--- config.mk ---
export PLATFORM = sky130hd
export DESIGN_NAME = sync_length_frame_extractor
export DESIGN_NICKNAME = d
export VERILOG_FILES = /design/src/rtl/core/slfe_pkg.sv /design/src/rtl/core/sync_length_frame_extractor.sv /design/src/rtl/core/slfe_in_stage.sv /design/src/rtl/core/slfe_parse.sv /design/src/rtl/core/slfe_out_stage.sv
export SDC_FILE = /design/constraint.sdc
export NUM_CORES = 1
export LEC_CHECK = 0
export ABC_AREA = 1
export BUFFER_PORTS_ARGS = -buffer_cell sky130_fd_sc_hd__buf_2
export CAP_MARGIN = 20
export CORE_UTILIZATION = 58
export CTS_BUF_LIST = sky130_fd_sc_hd__clkbuf_8 sky130_fd_sc_hd__clkbuf_16
export CTS_CLUSTER_SIZE = 30
export DETAILED_ROUTE_END_ITERATION = 7
export PLACE_DENSITY = 0.8
export SYNTH_ARGS = -nofsm -noshare
export SYNTH_HDL_FRONTEND = slang
export SYNTH_SLANG_ARGS = --single-unit
--- constraint.sdc ---
create_clock -name clk -period 3.1 [get_ports clk]
set_input_delay 0.31 -clock clk [delete_from_list [all_inputs] [get_ports clk]]
set_output_delay 0.31 -clock clk [all_outputs]
set_load 0.01 [all_outputs]
--- src/rtl/core/slfe_pkg.sv ---
// Shared constants and the result record of the sync/length deframer.
package slfe_pkg;

  localparam int FRAME_BYTES  = 1024;
  localparam int HEADER_BYTES = 6;

  localparam logic [7:0] SYNC_0 = 8'h84;
  localparam logic [7:0] SYNC_1 = 8'hA9;
  localparam logic [7:0] SYNC_2 = 8'h61;

  localparam int BYTE_W = 8;
  localparam int POS_W  = 10;
  localparam int LEN_W  = 11;
  // Payload count: a payload that fits in a frame fits in these bits.
  localparam int REM_W  = $clog2(FRAME_BYTES);
  // Rounded length before the range check: 16 bits plus the round-up carry.
  localparam int RAW_W  = 17;
  localparam logic [RAW_W-1:0] MAX_PAYLOAD = RAW_W'(FRAME_BYTES - HEADER_BYTES);

  typedef struct packed {
    logic [BYTE_W-1:0] byte_value;
    logic              kept;
    logic [POS_W-1:0]  byte_position;
    logic              candidate_dropped;
    logic              frame_done;
    logic [LEN_W-1:0]  frame_length;
  } slfe_result_t;

endpackage

--- src/rtl/core/sync_length_frame_extractor.sv ---
// Top level of the sync-word, length-prefixed frame extractor.
//
//   channel | handshake            | payload
//   --------+----------------------+---------------------------------------------
//   rx      | rx_valid / rx_ready  | rx_byte
//   res     | res_valid / res_ready| byte_value, kept, byte_position,
//           |                      | candidate_dropped, frame_done, frame_length
//
// One byte per cycle sustained while res_ready stays high; each byte yields exactly
// one result, loaded into the result register when its byte leaves the input
// register, which waits while the result register is still full.
// The parser state (phase, fill position, payload count) sits between the two
// registers and advances once per byte.
// Reset: synchronous, active high; clears both stage valids and the parser
// state, so the hunt starts at the first sync byte. No clearing pass.
// Stalls: a held result blocks the parser only while res_ready is low; the
// input register still takes one byte, then rx_ready drops.
module sync_length_frame_extractor (
  input  logic                         clk,
  input  logic                         rst,
  input  logic                         rx_valid,
  output logic                         rx_ready,
  input  logic [slfe_pkg::BYTE_W-1:0]  rx_byte,
  output logic                         res_valid,
  input  logic                         res_ready,
  output logic [slfe_pkg::BYTE_W-1:0]  byte_value,
  output logic                         kept,
  output logic [slfe_pkg::POS_W-1:0]   byte_position,
  output logic                         candidate_dropped,
  output logic                         frame_done,
  output logic [slfe_pkg::LEN_W-1:0]   frame_length
);
  import slfe_pkg::*;

  logic              held_valid;
  logic [BYTE_W-1:0] held_byte;
  logic              out_free;
  logic              advance;
  slfe_result_t      parse_result;
  slfe_result_t      res_q;

  // Move the held byte on whenever the result register can take its result.
  assign advance = held_valid && out_free;

  slfe_in_stage u_in_stage (
    .clk        (clk),
    .rst        (rst),
    .rx_valid   (rx_valid),
    .rx_ready   (rx_ready),
    .rx_byte    (rx_byte),
    .advance    (advance),
    .held_valid (held_valid),
    .held_byte  (held_byte)
  );

  slfe_parse u_parse (
    .clk     (clk),
    .rst     (rst),
    .advance (advance),
    .byte_in (held_byte),
    .result  (parse_result)
  );

  slfe_out_stage u_out_stage (
    .clk        (clk),
    .rst        (rst),
    .load       (advance),
    .result_in  (parse_result),
    .free       (out_free),
    .res_valid  (res_valid),
    .res_ready  (res_ready),
    .result_out (res_q)
  );

  assign byte_value        = res_q.byte_value;
  assign kept              = res_q.kept;
  assign byte_position     = res_q.byte_position;
  assign candidate_dropped = res_q.candidate_dropped;
  assign frame_done        = res_q.frame_done;
  assign frame_length      = res_q.frame_length;

  // A completing byte is always stored and is the last byte of its frame.
  a_done_is_last_kept: assert property (@(posedge clk) disable iff (rst)
    res_valid && frame_done |->
      kept && (frame_length == {1'b0, byte_position} + LEN_W'(1)))
    else $error("frame_done without matching kept position");

  // A drop and a completion never fall on the same byte.
  a_drop_not_done: assert property (@(posedge clk) disable iff (rst)
    res_valid |-> !(candidate_dropped && frame_done))
    else $error("candidate dropped on a completing byte");

  // Length and position are zero when they carry no meaning.
  a_quiet_fields: assert property (@(posedge clk) disable iff (rst)
    res_valid |-> (frame_done || frame_length == '0) &&
                  (kept || byte_position == '0))
    else $error("length or position set without its flag");

  // A byte that moves on lands in the result register next cycle.
  a_advance_lands: assert property (@(posedge clk) disable iff (rst)
    held_valid && out_free |=> res_valid)
    else $error("advanced byte produced no result");

endmodule

--- src/rtl/core/slfe_in_stage.sv ---
// Input register: holds one received byte until the parser takes it.
module slfe_in_stage (
  input  logic                       clk,
  input  logic                       rst,
  input  logic                       rx_valid,
  output logic                       rx_ready,
  input  logic [slfe_pkg::BYTE_W-1:0] rx_byte,
  input  logic                       advance,
  output logic                       held_valid,
  output logic [slfe_pkg::BYTE_W-1:0] held_byte
);
  import slfe_pkg::*;

  // Free when empty or when the held byte moves on this cycle.
  assign rx_ready = !held_valid || advance;

  always_ff @(posedge clk) begin
    if (rst) begin
      held_valid <= 1'b0;
    end else if (rx_ready) begin
      held_valid <= rx_valid;
    end
  end

  always_ff @(posedge clk) begin
    if (rx_valid && rx_ready) begin
      held_byte <= rx_byte;
    end
  end

endmodule

--- src/rtl/core/slfe_parse.sv ---
// Deframer state and the per-byte decision logic.
module slfe_parse (
  input  logic                        clk,
  input  logic                        rst,
  input  logic                        advance,
  input  logic [slfe_pkg::BYTE_W-1:0] byte_in,
  output slfe_pkg::slfe_result_t      result
);
  import slfe_pkg::*;

  localparam logic [2:0] PH_SYNC0       = 3'd0;
  localparam logic [2:0] PH_SYNC1       = 3'd1;
  localparam logic [2:0] PH_SYNC2       = 3'd2;
  localparam logic [2:0] PH_LEN_HI      = 3'd3;
  localparam logic [2:0] PH_LEN_LO      = 3'd4;
  localparam logic [2:0] PH_TYPE        = 3'd5;
  localparam logic [2:0] PH_PAYLOAD     = 3'd6;
  localparam logic [2:0] PH_PAYLOAD_ALT = 3'd7;

  logic [2:0]        phase, phase_next;
  logic [LEN_W-1:0]  fill, fill_next, fill_inc;
  logic [REM_W-1:0]  remaining, remaining_next;
  logic [BYTE_W-1:0] len_hi, len_hi_next;
  logic [RAW_W-1:0]  len_round;
  logic              len_bad;
  logic [BYTE_W-1:0] sync_expect;

  always_comb begin
    unique case (phase)
      PH_SYNC0: sync_expect = SYNC_0;
      PH_SYNC1: sync_expect = SYNC_1;
      default:  sync_expect = SYNC_2;
    endcase
  end

  assign fill_inc  = fill + LEN_W'(1);
  // Round an odd length up to even, carrying into the seventeenth bit.
  assign len_round = {1'b0, len_hi, byte_in} + RAW_W'(byte_in[0]);
  assign len_bad   = (len_round == '0) || (len_round > MAX_PAYLOAD);

  always_comb begin
    phase_next     = phase;
    fill_next      = fill;
    remaining_next = remaining;
    len_hi_next    = len_hi;

    result                   = '0;
    result.byte_value        = byte_in;

    unique case (phase) inside
      PH_SYNC0, PH_SYNC1, PH_SYNC2: begin
        if (byte_in == sync_expect) begin
          result.kept          = 1'b1;
          result.byte_position = fill[POS_W-1:0];
          fill_next            = fill_inc;
          phase_next           = phase + 3'd1;
        end else begin
          // Restart the hunt and retry this byte as a first sync byte.
          result.candidate_dropped = (phase != PH_SYNC0);
          fill_next                = '0;
          phase_next               = PH_SYNC0;
          if (byte_in == SYNC_0) begin
            result.kept = 1'b1;
            fill_next   = LEN_W'(1);
            phase_next  = PH_SYNC1;
          end
        end
      end
      PH_LEN_HI: begin
        result.kept          = 1'b1;
        result.byte_position = fill[POS_W-1:0];
        fill_next            = fill_inc;
        len_hi_next          = byte_in;
        phase_next           = PH_LEN_LO;
      end
      PH_LEN_LO: begin
        result.kept          = 1'b1;
        result.byte_position = fill[POS_W-1:0];
        if (len_bad) begin
          result.candidate_dropped = 1'b1;
          fill_next                = '0;
          phase_next               = PH_SYNC0;
        end else begin
          fill_next      = fill_inc;
          remaining_next = len_round[REM_W-1:0];
          phase_next     = PH_TYPE;
        end
      end
      PH_TYPE: begin
        result.kept          = 1'b1;
        result.byte_position = fill[POS_W-1:0];
        fill_next            = fill_inc;
        phase_next           = PH_PAYLOAD;
      end
      PH_PAYLOAD, PH_PAYLOAD_ALT: begin
        result.kept          = 1'b1;
        result.byte_position = fill[POS_W-1:0];
        fill_next            = fill_inc;
        remaining_next       = remaining - REM_W'(1);
        if (remaining == REM_W'(1)) begin
          result.frame_done   = 1'b1;
          result.frame_length = fill_inc;
          fill_next           = '0;
          phase_next          = PH_SYNC0;
        end
      end
      default: begin
        phase_next = PH_SYNC0;
      end
    endcase

    // Wrap a full buffer back to the start.
    if (!result.frame_done && fill_next == LEN_W'(FRAME_BYTES)) begin
      fill_next = '0;
    end
  end

  always_ff @(posedge clk) begin
    if (rst) begin
      phase     <= PH_SYNC0;
      fill      <= '0;
      remaining <= '0;
    end else if (advance) begin
      phase     <= phase_next;
      fill      <= fill_next;
      remaining <= remaining_next;
    end
  end

  always_ff @(posedge clk) begin
    if (advance) begin
      len_hi <= len_hi_next;
    end
  end

endmodule

--- src/rtl/core/slfe_out_stage.sv ---
// Result register: holds one result until the consumer takes it.
module slfe_out_stage (
  input  logic                   clk,
  input  logic                   rst,
  input  logic                   load,
  input  slfe_pkg::slfe_result_t result_in,
  output logic                   free,
  output logic                   res_valid,
  input  logic                   res_ready,
  output slfe_pkg::slfe_result_t result_out
);
  import slfe_pkg::*;

  // Free when empty or when the held result is taken this cycle.
  assign free = !res_valid || res_ready;

  always_ff @(posedge clk) begin
    if (rst) begin
      res_valid <= 1'b0;
    end else if (free) begin
      res_valid <= load;
    end
  end

  always_ff @(posedge clk) begin
    if (load) begin
      result_out <= result_in;
    end
  end

endmodule

==> summary.txt, run 1 <==
CTS
  • TritonCTS clock tree: yes
  • CTS Hold Bufs: 0
  • Clock slew at reported path FFs: approximately 0.080 ns
  • Clock buffer depth: 2
  • H-tree levels: 3
  • CTS root buffer: clkbuf_8
  • Num Clock Sinks: 74
  • TritonCTS buffer count: 9
  • Skew-Pair Late Insertion Delay: 0.36 ns

Timing
  • Unrepaired setup endpoints after global routing: no
  • Final period util: around 86%
  • Final Hold Fails: 0
  • Min Tclk post-route: roughly 2.7 ns
  • Pins Over Slew Limit: 0
  • Max Freq: ~380 MHz
  • Final setup vio count: 0
  • Rel. slew slack: 51.84%
  • Setup TNS: 0 ns
  • Clock skew: between 0.01 and 0.015 ns
  • Worst slew pin tran: between 0.7 and 0.8 ns
  • WHS: 0.1263 ns
  • Final WS setup: between 0.4 and 0.5 ns

Yosys
  • Top cells by area, synth: edfxtp_1 (38%), dfxtp_1 (14%), nand2_1 (12%), nor2_1 (6.3%), inv_1 (4.7%)
  • Avg Cell Area, Syn: 8.302 um2
  • Cells after synthesis: 463
  • Sequential element share of the synthesized area: 51.04%
  • Post-synth EDFFs: between 40 and 50
  • Dominant synthesized flop cell: edfxtp_1
  • Netlist Area Pre-Place: 0.003844 mm2
  • Ys async rst share: 0%
  • Synth top area share: between 30% and 40%
  • Yosys cell types: 32
  • Synthesized Nets: 486
  • Post-synth top area cell: edfxtp_1
  • Seq cells post-synth: 74
  • YS warnings: 0

Worst setup path
  • R2r startpoint: u_parse.phase[0]
  • CP Data Arrival Time: approximately 2.9 ns
  • Worst Path Max Fanout: 19
  • Worst Reg-to-Reg Cells: 15
  • CP Capture Type: flip-flop
  • Worst EP required: around 3.3 ns
  • Setup CP Type: flip-flop to flip-flop
  • Setup crit start kind: flip-flop
  • Crit path launch: u_parse.phase[0]

Placement
  • Placed inst area: a little over 0.004 mm2
  • Port bufs: 45
  • Post-place setup slack: ~0.34 ns
  • DP HPWL: a little under 6000 um
  • Routability cong.: slightly above 0.9

Global route
  • First-pass GRT wire length: around 13000 um
  • GRT Total Usage: between 20% and 30%
  • Remaining global-route overflow: 0
  • Largest net degree at the start of global routing: 42
  • Antenna violations before repair: 0
  • Vias in the first global route: 2844

Power
  • Switching Fraction: 24.11%
  • Internal power: approximately 1.5 mW
  • LEAKAGE: around 1.8 nW
  • Combinational power share: 5.4%
  • Power per cell area: 449.9 mW/mm2
  • Net switching power: around 0.47 mW
  • Total power: 1.961 mW
  • Clock power share: between 30% and 40%
  • Reg power frac: a little under three fifths
  • Worst vdd ir: 375.3 uV

Final layout
  • Area grow syn2layout: 13.41%
  • # diodes: 0
  • Finished Cell Area: 0.004359 mm2
  • Reg area: between 0.0015 and 0.002 mm2
  • Final net count: ~540
  • # fillers: ~500
  • Area of the multi-input gates: ~0.0016 mm2
  • Share of cells above drive strength 1: around 16%

Die
  • Die Area: just under 0.007 mm2
  • Chip width: around 83 um
  • Initial Util: around 60%
  • Die H: 83.41 um
  • Rows: 29
  • Core area: 0.006386 mm2
  • I/O Pins: between 40 and 50

Min path
  • Hold Path Origin: rx_byte[7]
  • Class of the worst hold path: input pin to flip-flop
  • Hold Path Stages: 1

Route
  • Vias: between 3k and 4k
  • DRC viols: 0
  • WL/cell: 13.62 um
  • Vias per Instance: 5.396
  • Post-Route WL: approximately 8100 um
  • First-pass DRT Iterations: 6
  • Remaining antenna violation count: 0
  • DR iter-0 viols: ~290

Job
  • Max Cap Viol: 0

Outcome
  • Status: completed
## through the flow
| step | cells | utilization, % |
|---|---|---|
| finish | 596 | 68.26 |
| global route | 596 | 68.26 |
| CTS | 595 | 67.95 |
| detailed placement | 579 | 64.81 |
| global placement | 579 | 64.81 |
| floorplan | 463 | - |
## cell usage after synthesis (4+ instances only)
library cell    n
nand2_1       124
nor2_1         65
edfxtp_1       48
inv_1          48
a21oi_1        28
dfxtp_1        26
nand3_1        22
o21ai_0        21
ha_1           11
xor2_1         11
nand4_1         9
clkbuf_1        6
nor3_1          6
a31oi_1         5
nor2_2          4
## per-layer routing
metal | global-route usage, % | vias to the layer above | share of wire [%]
li1 | - | 1621 | -
met4 | 10.34 | 0 | 2.0
met1 | 34.09 | 1445 | 46
met3 | 5.567 | 18 | 7.8
met5 | 0 | - | 0
met2 | 35.99 | 132 | 44
## sequential cells by signal, summed over array words and instances, names as in the netlist
name,cells
u_parse.len_hi,8
u_in_stage.held_valid,1
u_parse.phase,3
u_parse.fill,11
u_out_stage.res_valid,1
u_in_stage.held_byte,8
u_out_stage.result_out,32
u_parse.remaining,10
## power by group through the flow
stage	clock network [mW]	logic [mW]	registers [mW]
after floorplan	0	0.0519	1.13
after global placement	0	0.103	1.12
after detailed placement	0	0.106	1.12
after CTS	0.768	0.106	1.10
after global routing	0.813	0.117	1.10
final	0.758	0.106	1.10
## path summary, 6_finish.rpt
check / end / slack, ns
worst max-delay path: u_parse.fill[10] / 0.45
worst min-delay path: u_in_stage.held_byte[7] / 0.13
worst max register to register: u_parse.fill[10] / 0.45
worst min register to register: u_parse.remaining[3] / 0.50
## timing repair
| action | in CTS | in global routing |
|---|---|---|
| gates resized for setup | 0 | 0 |
| endpoints found under the setup margin | 0 | 1 |
| setup buffers | 0 | 1 |
| endpoints found under the hold margin | 0 | 0 |
## cells in the final DEF (no fill, tap or decap), types with 3 or more instances in the layout
master / instances
inv_1: 48
ha_1: 11
edfxtp_1: 48
nor2_2: 4
dfxtp_1: 26
a21oi_1: 28
xor2_1: 11
nor2_1: 65
nand2_4: 3
o211ai_1: 3
nand3_1: 22
nand4_1: 9
clkbuf_8: 9
o21a_1: 3
o21ai_0: 21
a31oi_1: 5
nor3_1: 6
inv_2: 3
buf_2: 45
nand2_1: 124
## worst max-delay path, stage by stage, from the launching register on
cell and delay, ns:
dfxtp_1 0.36, ha_1 0.25, ha_1 0.19, a21oi_1 0.19, inv_1 0.23, nor2_1 0.14, inv_1 0.10, nor3_4 0.24
buf_12 0.17, nor2_1 0.04, a21oi_1 0.21, nand3_1 0.10, nor2_1 0.14, nand2_1 0.06, nand2_1 0.05, a21oi_1 0.05
## kinds of logic after synthesis
group | Yosys count | synth area share (%)
buffers and inverters | 62 | 6.413
XOR/XNOR | 13 | 2.962
AND/OR/NAND/NOR | 241 | 27.31
adder cells (fa/ha/maj) | 11 | 3.581
flip-flops | 74 | 51.04
AO/OA/AOI/OAI | 62 | 8.691
## final cells by class
type / count / area share (%)
clock inverter: 7 / 1.751
inverter: 54 / 4.707
timing repair buffer: 48 / 5.970
multi-input combinational: 327 / 37.51
tap: 77 / 2.210
clock buffer: 9 / 2.842
sequential: 74 / 45.01
No activity file was read; power rests on OpenSTA's default activity.
==> inputs of run 2 (changes only) <==
- CORE_ASPECT_RATIO: default -> 0.75
- GPL_TIMING_DRIVEN: default -> 0
- clock period: 3.1 -> 2.5 ns (I/O delays scaled with it)
==> run 2 against run 1 <==
Effect of this change:
- the flow now finishes with violations (negative setup slack)
- largest cell class unchanged
- largest power group unchanged
- clock-buffer cell count stayed put
- worst setup slack worse by 0.47 ns
- routed wire length is 33% higher
- combinational power is 79% higher
==> summary.txt, run 2 (synthesis results as in run 1) <==
Final layout
  • Commonest cells after routing, fill and taps aside: nand2_1 (113), nor2_1 (59), edfxtp_1 (48)
  • Max reg flops: 32
  • Final net count: around 570
  • Non-filler cells, final: 630
  • Area grow syn2layout: 24.25%
  • Commonest non-fill, non-tap cell in the layout: nand2_1
  • Fin util: approximately three quarters
  • Share of cells above drive strength 1: approximately a quarter
  • # diodes: 0
  • Biggest registers after layout: u_out_stage.result_out (32), u_parse.fill (11), u_parse.remaining (10)
  • Biggest register: u_out_stage.result_out

Die
  • Core area: between 0.006 and 0.007 mm2
  • Rows: 25
  • I/O Pins: 46
  • Die Area: 0.006960 mm2
  • Chip width: between 90 and 100 um
  • Die H: 72.50 um
  • Initial Util: approximately three fifths

CTS
  • CTS root buffer: clkbuf_8
  • H-tree levels: 3
  • CTS Hold Bufs: 0
  • Clock buffer depth: 2
  • TritonCTS buffer count: 9
  • Skew-Pair Late Insertion Delay: around 0.36 ns
  • TritonCTS clock tree: yes
  • Num Clock Sinks: 74
  • Clock slew at reported path FFs: around 0.08 ns

Min path
  • Class of the worst hold path: input pin to flip-flop
  • Hold EP: u_in_stage.held_byte[7]
  • Hold Path Stages: 1
  • Hold Path Origin: rx_byte[7]

Placement
  • Routability cong.: 0.9118
  • Port bufs: 45
  • Post-place setup slack: -0.1772 ns
  • DP HPWL: approximately 6400 um
  • Placed Cells: 590

Worst setup path
  • Worst R2R Setup Slack: -0.03 ns
  • Worst EP required: 2.73 ns
  • R2r startpoint: u_in_stage.held_byte[2]
  • CP Data Arrival Time: between 2 and 3 ns
  • Worst Path Max Fanout: 8
  • R2R Path End: u_parse.fill[10]
  • Most frequent CP cell: nand2_1
  • Worst Reg-to-Reg Cells: 15
  • CP max stage delay: roughly 0.56 ns
  • CP Capture Type: flip-flop
  • Slowest-stage cell, CP: edfxtp_1
  • Setup crit start kind: flip-flop
  • CP Cell Sequence: nand2_2, nor2_4, nand2_1, nand2_1, nand2_1, nor3_2, nand2_2, nand3_4, nand2_1, o21ai_0, nand2_1, nor2_1, nand2_1, nand2_1, a21oi_1
  • Setup CP Type: flip-flop to flip-flop

Power
  • Total power: about 2.5 mW
  • Power per cell area: 517.8 mW/mm2
  • Switching Fraction: 24.57%
  • Net switching power: a little over 0.6 mW
  • Reg power frac: a little over half
  • Clock power share: between 30% and 40%
  • Worst vdd ir: roughly 360 uV
  • LEAKAGE: a little under 2 nW
  • Internal power: 1.865 mW
  • Combinational power share: 7.7%

Timing
  • Min Tclk post-route: 2.526 ns
  • Pins Over Slew Limit: 0
  • Final Hold Fails: 0
  • Final WS setup: -0.02553 ns
  • Final period util: 101.0%
  • Final setup vio count: 1
  • Rel. slew slack: approximately half
  • Clock skew: approximately 0.011 ns
  • Setup TNS: -0.02553 ns
  • Max Freq: 396.0 MHz
  • Worst slew pin tran: 0.7750 ns

Outcome
  • Status: complete, but fails checks
  • Failing checks: negative setup slack

Global route
  • Vias in the first global route: between 2k and 3k
  • Remaining global-route overflow: 0
  • GRT Total Usage: 28.41%
  • First-pass GRT wire length: ~15000 um
  • Largest net degree at the start of global routing: 26
  • Antenna violations before repair: 0

Route
  • Post-Route WL: 10820 um
  • First-pass DRT Iterations: 7
  • Remaining antenna violation count: 0
  • DR iter-0 viols: around 760
  • DRC viols: 0
  • WL/cell: roughly 17 um
  • Vias: about 3.7k
  • Vias per Instance: between 5 and 6

Job
  • Max Cap Viol: 0
==> run 2: layout make-up <==
| type | instances | area [um2] |
|---|---|---|
| buffer | 8 | 41.29 |
| clock buffer | 9 | 123.9 |
| clock inverter | 7 | 68.82 |
| fill | 398 | 1574 |
| inverter | 54 | 214.0 |
| multi-input combinational | 328 | 1836 |
| sequential | 74 | 1964 |
| tap | 81 | 101.3 |
| timing repair buffer | 69 | 426.7 |
==> run 2: what timing repair did <==
| item | CTS | global route |
|---|---|---|
| resized for setup | 4 | 50 |
| pin swaps | 3 | 13 |
| setup endpoints to repair | 4 | 23 |
| setup buffers | 6 | 17 |
| gates cloned | 0 | 1 |
==> run 2: layer usage <==
metal,up-vias,global-route usage (%),wire (um)
met5,-,0,0
met4,0,8.955,384
met3,52,7.757,1483
met2,297,38.85,4554
met1,1691,43.33,4394
li1,1683,-,-
==> run 2: stage by stage <==
step | instance area [um2] | hold slack, ns
finish | 4776 | 0.05300
global route | 4776 | 0.03907
CTS | 4449 | 0.05213
detailed placement | 4198 | 0.4281
global placement | 4170 | 0.4272
floorplan | 3844 | 0.3489
==> run 2: how the worst max path moves through the flow <==
stage                       startpoint              endpoint  slack, ns  cells after the start
3_5_place_dp          u_parse.phase[0]      u_parse.fill[10]      -0.18                     15
2_1_floorplan    u_out_stage.res_valid  u_parse.remaining[5]       0.13                      8
5_1_grt        u_in_stage.held_byte[2]      u_parse.fill[10]      -0.18                     15
4_1_cts               u_parse.phase[0]      u_parse.fill[10]      0.004                     15
6_report       u_in_stage.held_byte[2]      u_parse.fill[10]      -0.03                     15
3_3_place_gp                 res_ready  u_parse.remaining[5]      -0.44                     10
==> run 2: worst max-delay path: cells and delay by family (launching register included) <==
kind	cells	cell delay, ns
and+or+nand+nor	13	1.53
AOI/OAI and AO/OA	2	0.31
DFF	1	0.56
==> run 2: power groups by stage <==
stage          Sequential, mW  Clock, mW  Combinational, mW
2_1_floorplan            1.40          0             0.0643
3_3_place_gp             1.39          0              0.129
3_5_place_dp             1.39          0              0.140
4_1_cts                  1.36      0.926              0.146
5_1_grt                  1.36      0.978              0.204
6_report                 1.36      0.924              0.190
==> inputs of run 3 (changes only) <==
- ABC_AREA: 1 -> default
- CORE_UTILIZATION: 58 -> 59
==> run 3 against run 2 <==
Effect of this change:
- the flow still finishes with violations (negative setup slack)
- maximum frequency shrank 7.0%
- sequential share of layout area shrank 3.5 points
- flip-flop and latch count is the same
- power grew 7.4%
- register-to-register slack lost 0.19 ns
- clock power grew 3.6%
- first-iteration DRC count shrank 52%
- synthesized cell count shrank 7.3%
==> summary.txt, run 3 <==
Outcome
  • Status: complete, but fails checks
  • Failing checks: negative setup slack

Die
  • Chip width: roughly 100 um
  • Die H: 74.61 um
  • Die Area: between 0.007 and 0.008 mm2
  • Core area: just under 0.007 mm2
  • Rows: 26
  • Initial Util: approximately 61%
  • I/O Pins: 46

Timing
  • Final setup vio count: 29
  • Rel. slew slack: between 50% and 60%
  • Final period util: 108.6%
  • Final Hold Fails: 0
  • Final WS setup: -0.2143 ns
  • Pins Over Slew Limit: 0
  • Min Tclk post-route: 2.714 ns
  • Max Freq: about 370 MHz
  • Unrepaired setup endpoints after global routing: yes
  • Worst slew pin tran: 0.7219 ns
  • WHS: 0.04857 ns
  • Setup TNS: -3.196 ns
  • Clock skew: around 0.013 ns

Yosys
  • Cells after synthesis: 429
  • Yosys cell types: between 60 and 70
  • Sequential element share of the synthesized area: a little under half
  • Largest family of logic cells by synthesized area: simple AND/OR/NAND/NOR gates
  • Adder and majority gate portion of the synthesized area: under 10%
  • Top cells by area, synth: edfxtp_1 (35%), dfxtp_1 (13%), nor2_1 (4.2%), ha_1 (3.3%), nand2_1 (3.3%)
  • Synth top area share: between 30% and 40%
  • Synthesized Nets: roughly 450
  • Most frequent cells after synthesis: edfxtp_1 (48), nor2_1 (46), nand2_1 (36), dfxtp_1 (26), a21oi_1 (25)
  • Seq cells post-synth: 74
  • Post-synthesis simple-gate area fraction: between 20% and 30%
  • Post-synth EDFFs: 48
  • Compound-Gate Fraction of Synth Area: 16.50%
  • Avg Cell Area, Syn: a little under 10 um2
  • YS warnings: 0
  • Most numerous cell in the Yosys netlist: edfxtp_1
  • Xor and xnor fraction of the mapped netlist area: under 10%
  • Netlist Area Pre-Place: just over 0.004 mm2
  • Ys async rst share: 0%
  • Post-synth top area cell: edfxtp_1
  • Mux contribution to synthesized area: around 1.2%
  • Dominant synthesized flop cell: edfxtp_1

CTS
  • Num Clock Sinks: 74
  • Clock slew at reported path FFs: 0.09 ns
  • TritonCTS clock tree: yes
  • H-tree levels: 3
  • CTS Hold Bufs: 0
  • TritonCTS buffer count: 9
  • Skew-Pair Late Insertion Delay: between 0.3 and 0.4 ns
  • CTS root buffer: clkbuf_8
  • Clock buffer depth: 2

Global route
  • First-pass GRT wire length: around 17000 um
  • Antenna violations before repair: 0
  • Vias in the first global route: about 3.4k
  • Remaining global-route overflow: 0
  • GRT Total Usage: 31.19%
  • Largest net degree at the start of global routing: 39

Route
  • Vias: roughly 3.8k
  • Remaining antenna violation count: 0
  • DR iter-0 viols: around 370
  • WL/cell: just under 20 um
  • Vias per Instance: 6.444
  • Post-Route WL: 11560 um
  • First-pass DRT Iterations: 7
  • DRC viols: 0

Power
  • Combinational power share: 12.7%
  • Worst vdd ir: 358.5 uV
  • Net switching power: 0.7318 mW
  • Reg power frac: 51.3%
  • Clock power share: between 30% and 40%
  • LEAKAGE: 1.942 nW
  • Switching Fraction: 27.55%
  • Power per cell area: 508.6 mW/mm2
  • Internal power: 1.924 mW

Final layout
  • Area of the multi-input gates: 0.002307 mm2
  • Commonest non-fill, non-tap cell in the layout: buf_2
  • Biggest register: u_out_stage.result_out
  • # diodes: 0
  • Biggest registers after layout: u_out_stage.result_out (32), u_parse.fill (11), u_parse.remaining (10)
  • Max reg flops: 32
  • # fillers: around 430
  • Final net count: 527
  • Share of cells above drive strength 1: between 30% and 40%
  • Area grow syn2layout: 25.88%
  • Reg area: 0.001963 mm2
  • Commonest cells after routing, fill and taps aside: buf_2 (50), edfxtp_1 (48), nor2_1 (38)

Worst setup path
  • Worst EP required: around 2.7 ns
  • Setup CP Type: flip-flop to flip-flop
  • Worst R2R Setup Slack: -0.21 ns
  • CP Data Arrival Time: between 2 and 3 ns
  • Crit path launch: u_parse.remaining[4]
  • Worst Reg-to-Reg Cells: 8
  • Setup crit start kind: flip-flop
  • R2r startpoint: u_parse.remaining[4]
  • CP endpoint: u_parse.fill[10]
  • R2R Path End: u_parse.fill[10]
  • Worst Path Max Fanout: 7
  • CP Capture Type: flip-flop

Min path
  • Hold Path Stages: 1
  • Class of the worst hold path: input pin to flip-flop

Placement
  • Routability cong.: about 1
  • DP HPWL: between 6000 and 7000 um
  • Port bufs: 44

Job
  • Max Cap Viol: 0
run 3: changes by cell type after synthesis, sizes merged, moves of 9 or more:
| cell | change |
|---|---|
| nor2 | -21 |
| inv | -39 |
| nand2 | -91 |
| buf | +13 |
| nor2b | +9 |
| nand3 | -9 |
| nand2b | +9 |
| nor3 | +9 |
| and2 | +15 |
run 3: metrics by stage:
stage | setup WS, ns | cell area (um2) | util, % | std cells | total power [mW]
6_report | -0.2143 | 5221 | 76.79 | 593 | 2.656
5_1_grt | -0.3298 | 5221 | 76.79 | 593 | 2.715
4_1_cts | -0.1564 | 5031 | 74.00 | 591 | 2.596
3_5_place_dp | -0.4639 | 4481 | 65.90 | 557 | 1.637
3_3_place_gp | -0.4377 | 4481 | 65.90 | 557 | 1.627
2_1_floorplan | 0.01445 | 4155 | - | 429 | 1.557
run 3: power groups by stage:
stage                     clock (mW)  sequential, mW  combinational (mW)
after CTS                      0.937            1.36               0.297
after global placement             0            1.39               0.240
after floorplan                    0            1.40               0.159
final                          0.957            1.36               0.336
after detailed placement           0            1.39               0.248
after global routing           0.990            1.37               0.358
run 3: what timing repair did:
| action | in CTS | in global routing |
|---|---|---|
| setup buffers | 17 | 3 |
| setup endpoints to repair | 33 | 37 |
| gates cloned | 3 | 1 |
| resized for setup | 48 | 51 |
| pin swaps | 34 | 25 |
run 3: metal layers:
metal / share of wire [%] / GRT usage, %
met2: 44 / 47.71
met5: 0 / 0
met3: 10 / 6.685
met1: 43 / 43.53
met4: 2.4 / 13.60
run 3: area by class of cell:
| cell class | count | share of cell area (%) |
|---|---|---|
| Buffer | 25 | 3.019 |
| Clock buffer | 9 | 2.372 |
| Clock inverter | 7 | 1.294 |
| Inverter | 13 | 0.9825 |
| Multi-Input combinational cell | 316 | 44.19 |
| Sequential cell | 74 | 37.60 |
| Tap cell | 84 | 2.013 |
| Timing Repair Buffer | 65 | 8.531 |
run 3: worst min path at each step:
stage                          start                      end  slack [ns]
after floorplan           rx_byte[0]  u_in_stage.held_byte[0]        0.35
after global placement    rx_byte[2]  u_in_stage.held_byte[2]        0.43
after detailed placement  rx_byte[0]  u_in_stage.held_byte[0]        0.43
after CTS                 rx_byte[0]  u_in_stage.held_byte[0]        0.05
after global routing      rx_byte[1]  u_in_stage.held_byte[1]        0.05
final                     rx_byte[0]  u_in_stage.held_byte[0]        0.05
run 3: cells by family (layout without fill, tap and decap cells):
| kind of cell | after synthesis | after routing |
|---|---|---|
| AO/OA/AOI/OAI | 98 | 98 |
| multiplexers | 5 | 5 |
| buffers and inverters | 40 | 119 |
| flip-flops | 74 | 74 |
| XOR/XNOR | 15 | 15 |
| AND/OR/NAND/NOR | 186 | 187 |
| adder cells (fa/ha/maj) | 11 | 11 |
run 3: worst max-delay path: stages (launching register included):
cell and delay (ns):
dfxtp_1 0.37, nor3_1 0.54, a31oi_1 0.31, a211o_1 0.35, a211oi_4 0.44, buf_4 0.21
nand2_1 0.05, o21ai_0 0.19, a311oi_1 0.12
